[config.mk]
export PLATFORM = sky130hd
export DESIGN_NAME = nsr_front
export DESIGN_NICKNAME = d
export VERILOG_FILES = /design/src/newton_square_root_assert.svh /design/src/nsr_pkg.sv /design/src/nsr_front.sv
export SDC_FILE = /design/constraint.sdc
export NUM_CORES = 1
export LEC_CHECK = 0
export ABC_CLOCK_PERIOD_IN_PS = 3000
export BUFFER_PORTS_ARGS = -buffer_cell sky130_fd_sc_hd__buf_2
export CORE_ASPECT_RATIO = 1.1
export CORE_MARGIN = 1
export CORE_UTILIZATION = 44
export CTS_CLUSTER_DIAMETER = 120
export CTS_CLUSTER_SIZE = 14
export DETAILED_ROUTE_END_ITERATION = 10
export PLACE_DENSITY = 0.87
export REMOVE_ABC_BUFFERS = 1
export SLEW_MARGIN = 20
export SYNTH_ARGS = -nofsm -noshare
export SYNTH_HDL_FRONTEND = slang
export SYNTH_SLANG_ARGS = --single-unit
export TNS_END_PERCENT = 1
[constraint.sdc]
create_clock -name i_clk -period 3 [get_ports i_clk]
set_input_delay 0.6 -clock i_clk [delete_from_list [all_inputs] [get_ports i_clk]]
set_output_delay 0.6 -clock i_clk [all_outputs]
set_load 0.03 [all_outputs]
[src/newton_square_root_assert.svh]
// ----------------------------------------------------------------------------
// newton square root assertion macros
// shared property forms used by the rtl modules
// ----------------------------------------------------------------------------
`ifndef NEWTON_SQUARE_ROOT_ASSERT_SVH
`define NEWTON_SQUARE_ROOT_ASSERT_SVH

// same-cycle implication, checked out of reset
`define NSR_ASSERT_IMPLY(label, clk, rst_n, ante, cons) \
    label: assert property (@(posedge clk) disable iff (!rst_n) (ante) |-> (cons)) \
        else $error("nsr assertion failed: implication");

// next-cycle implication, checked out of reset
`define NSR_ASSERT_NEXT(label, clk, rst_n, ante, cons) \
    label: assert property (@(posedge clk) disable iff (!rst_n) (ante) |=> (cons)) \
        else $error("nsr assertion failed: next-cycle implication");

`endif

[src/nsr_pkg.sv]
// ----------------------------------------------------------------------------
// nsr_pkg
// shared types and constants of the newton square root block
// ----------------------------------------------------------------------------
package nsr_pkg;

    localparam int RAD_W          = 32;  // radicand width
    localparam int MAG_W          = 31;  // magnitude of a non-negative radicand
    localparam int GUESS_W        = 32;  // newton guess width
    localparam int ROOT_W         = 25;  // result width
    localparam int QUEUE_DEPTH    = 2;
    localparam int DEF_ITERATIONS = 100;
    localparam int DEF_FRAC_BITS  = 16;

    typedef enum logic [1:0] {
        CLS_POS,
        CLS_ZERO,
        CLS_NEG
    } t_class;

    typedef struct packed {
        t_class             cls;
        logic [MAG_W-1:0]   mag;
    } t_item;

endpackage

[src/nsr_front.sv]
// ----------------------------------------------------------------------------
// nsr_front
// accepts radicand words and tags them negative, zero or positive
// ----------------------------------------------------------------------------
module nsr_front
    import nsr_pkg::*;
(
    input  logic             i_clk,
    input  logic             i_rst_n,
    input  logic             i_valid,
    output logic             o_ready,
    input  logic [RAD_W-1:0] i_radicand,
    output logic             o_valid,
    input  logic             i_ready,
    output t_item            o_item
);

    logic  r_valid;
    t_item r_item;
    t_item n_item;

    assign o_ready = !r_valid || i_ready;
    assign o_valid = r_valid;
    assign o_item  = r_item;

    always_comb begin
        n_item.mag = i_radicand[MAG_W-1:0];
        if (i_radicand[RAD_W-1]) begin
            n_item.cls = CLS_NEG;
        end else if (i_radicand == '0) begin
            n_item.cls = CLS_ZERO;
        end else begin
            n_item.cls = CLS_POS;
        end
    end

    always_ff @(posedge i_clk) begin
        if (!i_rst_n) begin
            r_valid <= 1'b0;
        end else if (o_ready) begin
            r_valid <= i_valid;
        end
    end

    always_ff @(posedge i_clk) begin
        if (i_valid && o_ready) begin
            r_item <= n_item;
        end
    end

endmodule

==> out/results.txt <==
Clock root buffer - clkbuf_4
Remaining Overflow, GRT - 0
Clk buf depth - 2
Global Route Usage Sum - 0.167
Placed insts - 150
Slowest cell on crit path - buf_2
Ant. Diodes - 0
H-tree levels - 2
Drt wl/cell - 13.5 µm
Leading area contributor after synthesis - edfxtp_1
P&R area growth vs syn - 39.4%
Most frequent CP cell - buf_2
Share of cells above drive strength 1 - 0.611
CP cell instances - buf_2 -> nand2b_1 -> buf_2
Fin. max-slew vios - 0
Synth Cell Area - 1110 µm²
Max Freq - 618 MHz
1st-iter DRT viols - 11
Post-detailed-routing wire length - 2110 µm
Crit Path Class - in2out
Core Area - 2320 µm²
Largest net degree at the start of global routing - 34
Worst Setup End Kind - primary output
CP max FO - 3
CP peak stage delay - 0.18 ns
Startpoint types - input port
CTS tree - done
Number of nets in the layout - 163
Post-route setup TNS - 0 ns
Clk slew on worst S/H paths - 0.09 ns
Pre-Repair DR Iteration Count - 4
Final core utilization - 0.666
IO Pins - 71
Input/output buffers - 70
Hold Vio Cnt, Final - 0
Post-CTS setup buffers - 0
Setup WS pre-CTS - 1.37 ns
Vias per cell - 4.84
Non-filler cells in the finished layout - 156
RSZ-0062 raised after global routing - no
P_leak - 0.000649 µW
Area taken by flip-flops and latches - 1010 µm²
Yosys top cell area share - 0.895
Critical path arrival - 1.02 ns
CP required - 2.40 ns
Vias in the first global route - 683
Effective utilization at floorplan - 0.477
Status - completed
Worst setup slack after layout - 1.38 ns
Final ANT Viol Nets - 0
Die Wd - 49.8 µm
Clock skew - 0.00677 ns
Later-pin clock latency in the skew report - 0.31 ns
Final Wtd Congestion - 0.650
Peak supply drop - 0.379 mV
Clock Sink Count - 34
Mean Syn Cell Area - 22.6 µm²
Vias - 755
Synth top area cells - edfxtp_1, nor4_1, dfxtp_1
Yosys warns - 0
CTS hold repair buffers - 0
Number of synthesized register bits - 34
Fillers - 166
Die area - 2720 µm²
First-pass GRT wire length - 3030 µm
Synthesized instance count - 49
Critical Path Start - i_ready
Power Dens Cells - 574 nW/µm²
DIE HEIGHT - 54.6 µm
Count of final setup violators - 0
Post-synthesis sequential area ratio - 0.913
Remaining DRCs - 0
Initial antenna violation count - 0
CTS buffer count - 5
Tcrit/Tclk final - 0.540
Hold Crit Class - in2reg
HP Start - i_radicand[27]
Std cell rows - 18
Hold WS - 0.472 ns
Post_cts resized - 0
Netlist cell types - 10
Crit Reg-Reg Startpoint - o_valid$_SDFFE_PN0P_
Worst slew pin tran - 0.391 ns
Maximum Capacitance Violations - 0
Min Tclk post-route - 1.62 ns
Area of the multi-input gates - 92.6 µm²
Relative slew slack - 0.739
-- layout make-up --
class,instances,share of cell area
flip-flops and latches,34,0.655
repair buffers,71,0.232
multi-input cells,14,0.0600
clock buffers,5,0.0243
well taps,30,0.0243
clock inverters,1,0.00243
inverters,1,0.00243
-- state kept, by name, summed over array words and instances (netlist names) --
signal / count
o_valid: 1
o_item: 33
-- cell usage in the layout (no fill, tap or decap), drive strengths merged --
cell type  count
a21boi         1
buf           71
nand4          2
inv            1
and2           1
edfxtp        33
nor4           8
nor2           1
dfxtp          1
clkinv         1
clkbuf         5
nand2b         1
-- cells in the mapped netlist --
cell	instances
edfxtp_1	33
nor4_1	7
nand4_1	2
a21boi_0	1
and2_1	1
dfxtp_1	1
inv_1	1
nand2b_1	1
nor2_1	1
nor4_2	1
-- layer usage --
layer / track usage / vias up / share of wire
met2: 0.275 / 61 / 0.51
li1: - / 359 / -
met3: 0.0528 / 7 / 0.090
met1: 0.179 / 328 / 0.37
met4: 0.138 / 0 / 0.029
met5: 0 / - / 0
-- kinds of logic (layout without fill, tap and decap cells) --
group,Yosys count,count (layout),share of synthesized area
and+or+nand+nor,13,13,0.0768
DFF,34,34,0.913
AOI/OAI and AO/OA,1,1,0.00678
buffers and inverters,1,78,0.00339
-- worst max-delay path, delay by kind of cell --
family,cells,cell delay (ns)
buf+inv,2,0.27
simple gates,1,0.14
-- path summary, 6_finish.rpt --
path | slack, ns | endpoint | cells after the start
min | 0.47 | o_item[27]$_DFFE_PP_ | 1
max | 1.38 | o_ready | 3
min reg2reg | 0.53 | o_valid$_SDFFE_PN0P_ | 2
max reg2reg | 1.77 | o_item[19]$_DFFE_PP_ | 3
-- stage by stage --
stage / instance area (µm²) / total power [µW]
global route: 1540 / 923
detailed placement: 1500 / 697
finish: 1540 / 886
floorplan: 1110 / 640
global placement: 1500 / 693
CTS: 1540 / 896
-- power breakdown --
part | total [µW] | internal [µW] | switching, µW
clock network | 202 | 79.8 | 122
registers | 559 | 553 | 6.18
logic | 126 | 37.5 | 88.0
total | 886 | 670 | 216
Power figures use the tool's default switching activity.
