## src/newton_square_root_assert.svh

```systemverilog
// ----------------------------------------------------------------------------
// newton square root assertion macros
// shared property forms used by the rtl modules
// ----------------------------------------------------------------------------
`ifndef NEWTON_SQUARE_ROOT_ASSERT_SVH
`define NEWTON_SQUARE_ROOT_ASSERT_SVH

// same-cycle implication, checked out of reset
`define NSR_ASSERT_IMPLY(label, clk, rst_n, ante, cons) \
    label: assert property (@(posedge clk) disable iff (!rst_n) (ante) |-> (cons)) \
        else $error("nsr assertion failed: implication");

// next-cycle implication, checked out of reset
`define NSR_ASSERT_NEXT(label, clk, rst_n, ante, cons) \
    label: assert property (@(posedge clk) disable iff (!rst_n) (ante) |=> (cons)) \
        else $error("nsr assertion failed: next-cycle implication");

`endif

```

## src/nsr_pkg.sv

```systemverilog
// ----------------------------------------------------------------------------
// nsr_pkg
// shared types and constants of the newton square root block
// ----------------------------------------------------------------------------
package nsr_pkg;

    localparam int RAD_W          = 32;  // radicand width
    localparam int MAG_W          = 31;  // magnitude of a non-negative radicand
    localparam int GUESS_W        = 32;  // newton guess width
    localparam int ROOT_W         = 25;  // result width
    localparam int QUEUE_DEPTH    = 2;
    localparam int DEF_ITERATIONS = 100;
    localparam int DEF_FRAC_BITS  = 16;

    typedef enum logic [1:0] {
        CLS_POS,
        CLS_ZERO,
        CLS_NEG
    } t_class;

    typedef struct packed {
        t_class             cls;
        logic [MAG_W-1:0]   mag;
    } t_item;

endpackage

```

## src/nsr_queue.sv

```systemverilog
// ----------------------------------------------------------------------------
// nsr_queue
// short fifo between the classifier and the iteration pipeline
// ----------------------------------------------------------------------------
`include "newton_square_root_assert.svh"

module nsr_queue
    import nsr_pkg::*;
(
    input  logic  i_clk,
    input  logic  i_rst_n,
    input  logic  i_valid,
    output logic  o_ready,
    input  t_item i_item,
    output logic  o_valid,
    input  logic  i_ready,
    output t_item o_item
);

    localparam int PTR_W = (QUEUE_DEPTH > 1) ? $clog2(QUEUE_DEPTH) : 1;
    localparam int CNT_W = $clog2(QUEUE_DEPTH + 1);

    t_item              r_mem [QUEUE_DEPTH];
    logic [PTR_W-1:0]   r_wr;
    logic [PTR_W-1:0]   r_rd;
    logic [CNT_W-1:0]   r_cnt;
    logic               w_push;
    logic               w_pop;

    assign o_ready = (r_cnt != CNT_W'(QUEUE_DEPTH));
    assign o_valid = (r_cnt != '0);
    assign o_item  = r_mem[r_rd];
    assign w_push  = i_valid && o_ready;
    assign w_pop   = o_valid && i_ready;

    always_ff @(posedge i_clk) begin
        if (!i_rst_n) begin
            r_wr  <= '0;
            r_rd  <= '0;
            r_cnt <= '0;
        end else begin
            if (w_push) begin
                r_wr <= (r_wr == PTR_W'(QUEUE_DEPTH - 1)) ? '0 : r_wr + 1'b1;
            end
            if (w_pop) begin
                r_rd <= (r_rd == PTR_W'(QUEUE_DEPTH - 1)) ? '0 : r_rd + 1'b1;
            end
            if (w_push && !w_pop) begin
                r_cnt <= r_cnt + 1'b1;
            end else if (w_pop && !w_push) begin
                r_cnt <= r_cnt - 1'b1;
            end
        end
    end

    always_ff @(posedge i_clk) begin
        if (w_push) begin
            r_mem[r_wr] <= i_item;
        end
    end

    `NSR_ASSERT_IMPLY(a_cnt_bound, i_clk, i_rst_n, 1'b1, r_cnt <= CNT_W'(QUEUE_DEPTH))
    `NSR_ASSERT_NEXT(a_fill, i_clk, i_rst_n, w_push && !w_pop, o_valid)
    `NSR_ASSERT_NEXT(a_hold, i_clk, i_rst_n, o_valid && !i_ready, o_valid)

endmodule

```

## config.mk

```make
export PLATFORM = sky130hd
export DESIGN_NAME = nsr_queue
export DESIGN_NICKNAME = d
export VERILOG_FILES = /design/src/nsr_pkg.sv /design/src/nsr_queue.sv
export VERILOG_INCLUDE_DIRS = /design/src /design/src/src
export SDC_FILE = /design/constraint.sdc
export NUM_CORES = 1
export LEC_CHECK = 0
export BUFFER_PORTS_ARGS = -buffer_cell sky130_fd_sc_hd__buf_4
export CORE_ASPECT_RATIO = 1.1
export CORE_MARGIN = 3
export CORE_UTILIZATION = 32
export CTS_BUF_LIST = sky130_fd_sc_hd__clkbuf_8
export CTS_CLUSTER_SIZE = 25
export DETAILED_ROUTE_END_ITERATION = 8
export SLEW_MARGIN = 20
export SYNTH_ARGS = -nofsm -noshare
export SYNTH_HDL_FRONTEND = slang
export SYNTH_SLANG_ARGS = --single-unit
export TNS_END_PERCENT = 10
```

## constraint.sdc

```tcl
create_clock -name i_clk -period 5.5 [get_ports i_clk]
set_input_delay 1.1 -clock i_clk [delete_from_list [all_inputs] [get_ports i_clk]]
set_output_delay 1.1 -clock i_clk [all_outputs]
set_load 0.1 [all_outputs]
```

==> flow_metrics.py <==
metrics = {
    "min_path": {
        "hold_depth": 2,
        "hp-class": "reg2reg",
    },
    "critical_path": {
        "crit_required_ns": 4.40,
        "worst-path-stages": 2,
        "critPathCaptureType": "output port",
        "crit_family": "flip-flops",
        "crit_slowest_cell": "dfxtp_2",
        "max_stage_delay_ns": 0.89,
        "worst-path-max-fanout": 33,
        "crit_arrival_ns": 1.88,
        "timing.setup.critical_path_class": "reg2out",
        "path_cells": "mux2_2 -> buf_4",
        "start_kind": "flop",
        "reg2regPathDepth": 4,
        "cp.buffers_inverters": 1,
    },
    "placement": {
        "dpl.hpwl_mm": 3.15,
        "io_buffers": 71,
        "dp.cells": 300,
        "dpl_cell_area_um2": 3270,
        "place_congestion": 0.690,
    },
    "synthesis": {
        "synth-edff-count": 66,
        "async_flop_share": 0,
        "synth.cell_area_um2": 2620,
        "muxShareOfSynthArea": 0.142,
        "yosys_most_used_dff": "edfxtp_1",
        "synth_top_family_by_area": "multiplexers",
        "yosysWarnings": 0,
        "synthTopCellsByCount": "66 x edfxtp_1, 33 x mux2_2, 5 x dfxtp_1",
        "syn_nets": 165,
        "yosysMostFrequentCell": "edfxtp_1",
        "yosysTopAreaCellShare": 0.758,
        "synth-adder-area-share": 0.00478,
        "ys_seq_elements": 71,
        "synth_compound_area_frac": 0.0134,
        "synthSimpleGateAreaFrac": 0.0249,
        "ys_seq_area_frac": 0.796,
        "synth_cell_types": 19,
        "yosys-top-cells-area": "edfxtp_1 76%, mux2_2 14%, dfxtp_1 3.8%, and2_1 0.96%, buf_2 0.77%",
        "yosysTopAreaCell": "edfxtp_1",
        "synth_xor_area_frac": 0.0100,
        "syn_area_per_cell_um2": 20.6,
        "synth_cells": 127,
    },
    "clock_tree": {
        "insertion_delay_ns": 0.32,
        "cts_tree": "built",
        "cts_buffers": 9,
        "postCtsHoldBufs": 0,
        "cts.sinks": 71,
        "cts_root_buf": "clkbuf_8",
        "clockBufferDepth": 2,
        "htreeDepth": 3,
        "cts.repair.resized": 0,
        "clk_pin_slew_worst_paths_ns": 0.07,
        "post_cts_buffers": 0,
    },
    "die": {
        "dieArea_um2": 9300,
        "io_pins": 72,
        "die_w_um": 92.2,
        "dieHeight_um": 101,
        "core_area_um2": 7680,
        "initial_core_util": 0.341,
        "num_rows": 33,
    },
    "global_route": {
        "track_usage": 0.108,
        "grt_pass1_vias": 1497,
        "grt_max_degree": 34,
        "antenna_found_initial": 0,
        "grt_pass1_wl_mm": 7.52,
        "grt-ovfl-total": 0,
    },
    "layout": {
        "antenna_cells": 0,
        "layout-drive-gt1-share": 0.583,
        "fin_nets": 244,
        "syn2layout_area_growth_pct": 32.9,
        "fillers": 694,
        "design_area_um2": 3480,
        "layout.cells.non_filler": 316,
    },
    "timing": {
        "tightest_slew_ns": 0.860,
        "fin_skew_ns": 0.00829,
        "hold_ws_ns": 0.574,
        "rsz0062_at_grt": "false",
        "finalHoldViolCount": 0,
        "relSlewSlack": 0.427,
        "fin_setup_tns_ns": 0,
        "slew_viol_final": 0,
        "min_period_over_period": 0.542,
        "max_freq_mhz": 336,
        "setup_violations": 0,
        "fin_crit_ns": 2.98,
    },
    "detailed_routing": {
        "vias": 1360,
        "dr.first_iter.drc_count": 45,
        "dr.pass1.iters": 4,
        "drtAntennaViolNets": 0,
        "via_per_inst": 4.30,
        "wl_per_cell_um": 15.2,
        "drt_wl_total_mm": 4.79,
        "drc": 0,
    },
    "outcome": {
        "outcome": "finished clean",
    },
    "flow_run": {
        "cap_violations": 0,
    },
}
-- worst min-delay path, delay by kind of cell, from the launching register on --
kind	cells	cell delay, ns
flops	1	0.37
compound gates	2	0.16
-- registers in the layout (all words and copies together), names as in the netlist, named ones only --
register and flops:
r_rd 1, r_wr 1, r_cnt 2, r_mem 66
-- through the flow --
step	worst slack (ns)	util
global route	2.39	0.453
CTS	2.45	0.453
floorplan	3.15	-
detailed placement	2.82	0.426
global placement	2.82	0.426
finish	2.52	0.453
-- metal layers --
| layer | wire length (um) | global-route usage | vias to the layer above | part of all wire |
|---|---|---|---|---|
| met1 | 1970 | 0.122 | 667 | 0.41 |
| met3 | 327 | 0.0321 | 2 | 0.068 |
| met5 | 0 | 0 | - | 0 |
| met2 | 2470 | 0.190 | 42 | 0.52 |
| met4 | 17 | 0.0446 | 0 | 0.0036 |
| li1 | - | - | 649 | - |
-- kinds of logic (layout without fill, tap and decap cells) --
group,count (synthesis),count (layout)
AOI/OAI and AO/OA,5,5
buffers and inverters,5,89
DFF,71,71
xor gates and xnor gates,3,3
and+or+nand+nor,9,9
muxes,33,33
adders and majority gates,1,1
-- path summary, 6_finish.rpt --
path / startpoint / end / slack (ns)
worst min register to register: r_cnt[1] / r_cnt[1] / 0.57
worst max-delay path: flop / o_item[13] / 2.52
worst min-delay path: r_cnt[1] / r_cnt[1] / 0.57
worst max register to register: r_cnt[0] / r_mem[0][16] / 3.72
-- cells in the final DEF (no fill, tap or decap), types with 2 or more instances in the layout --
master / n
dfxtp_1: 4
xnor2_1: 2
bufinv_16: 2
clkbuf_8: 9
mux2_2: 33
inv_1: 4
buf_4: 72
edfxtp_1: 66
clkinv_2: 2
and2_1: 4
-- final cells by class --
class | instances | area, um2 | area share
tap | 105 | 131 | 0.0378
sequential | 71 | 2080 | 0.599
inverter | 1 | 3.75 | 0.00108
multi-input combinational | 51 | 512 | 0.147
clock inverter | 7 | 81.3 | 0.0234
clock buffer | 9 | 124 | 0.0356
timing repair buffer | 72 | 541 | 0.156
Power is not shown: default switching activity piles up to over one toggle a cycle in this logic, so the estimate is an artifact.
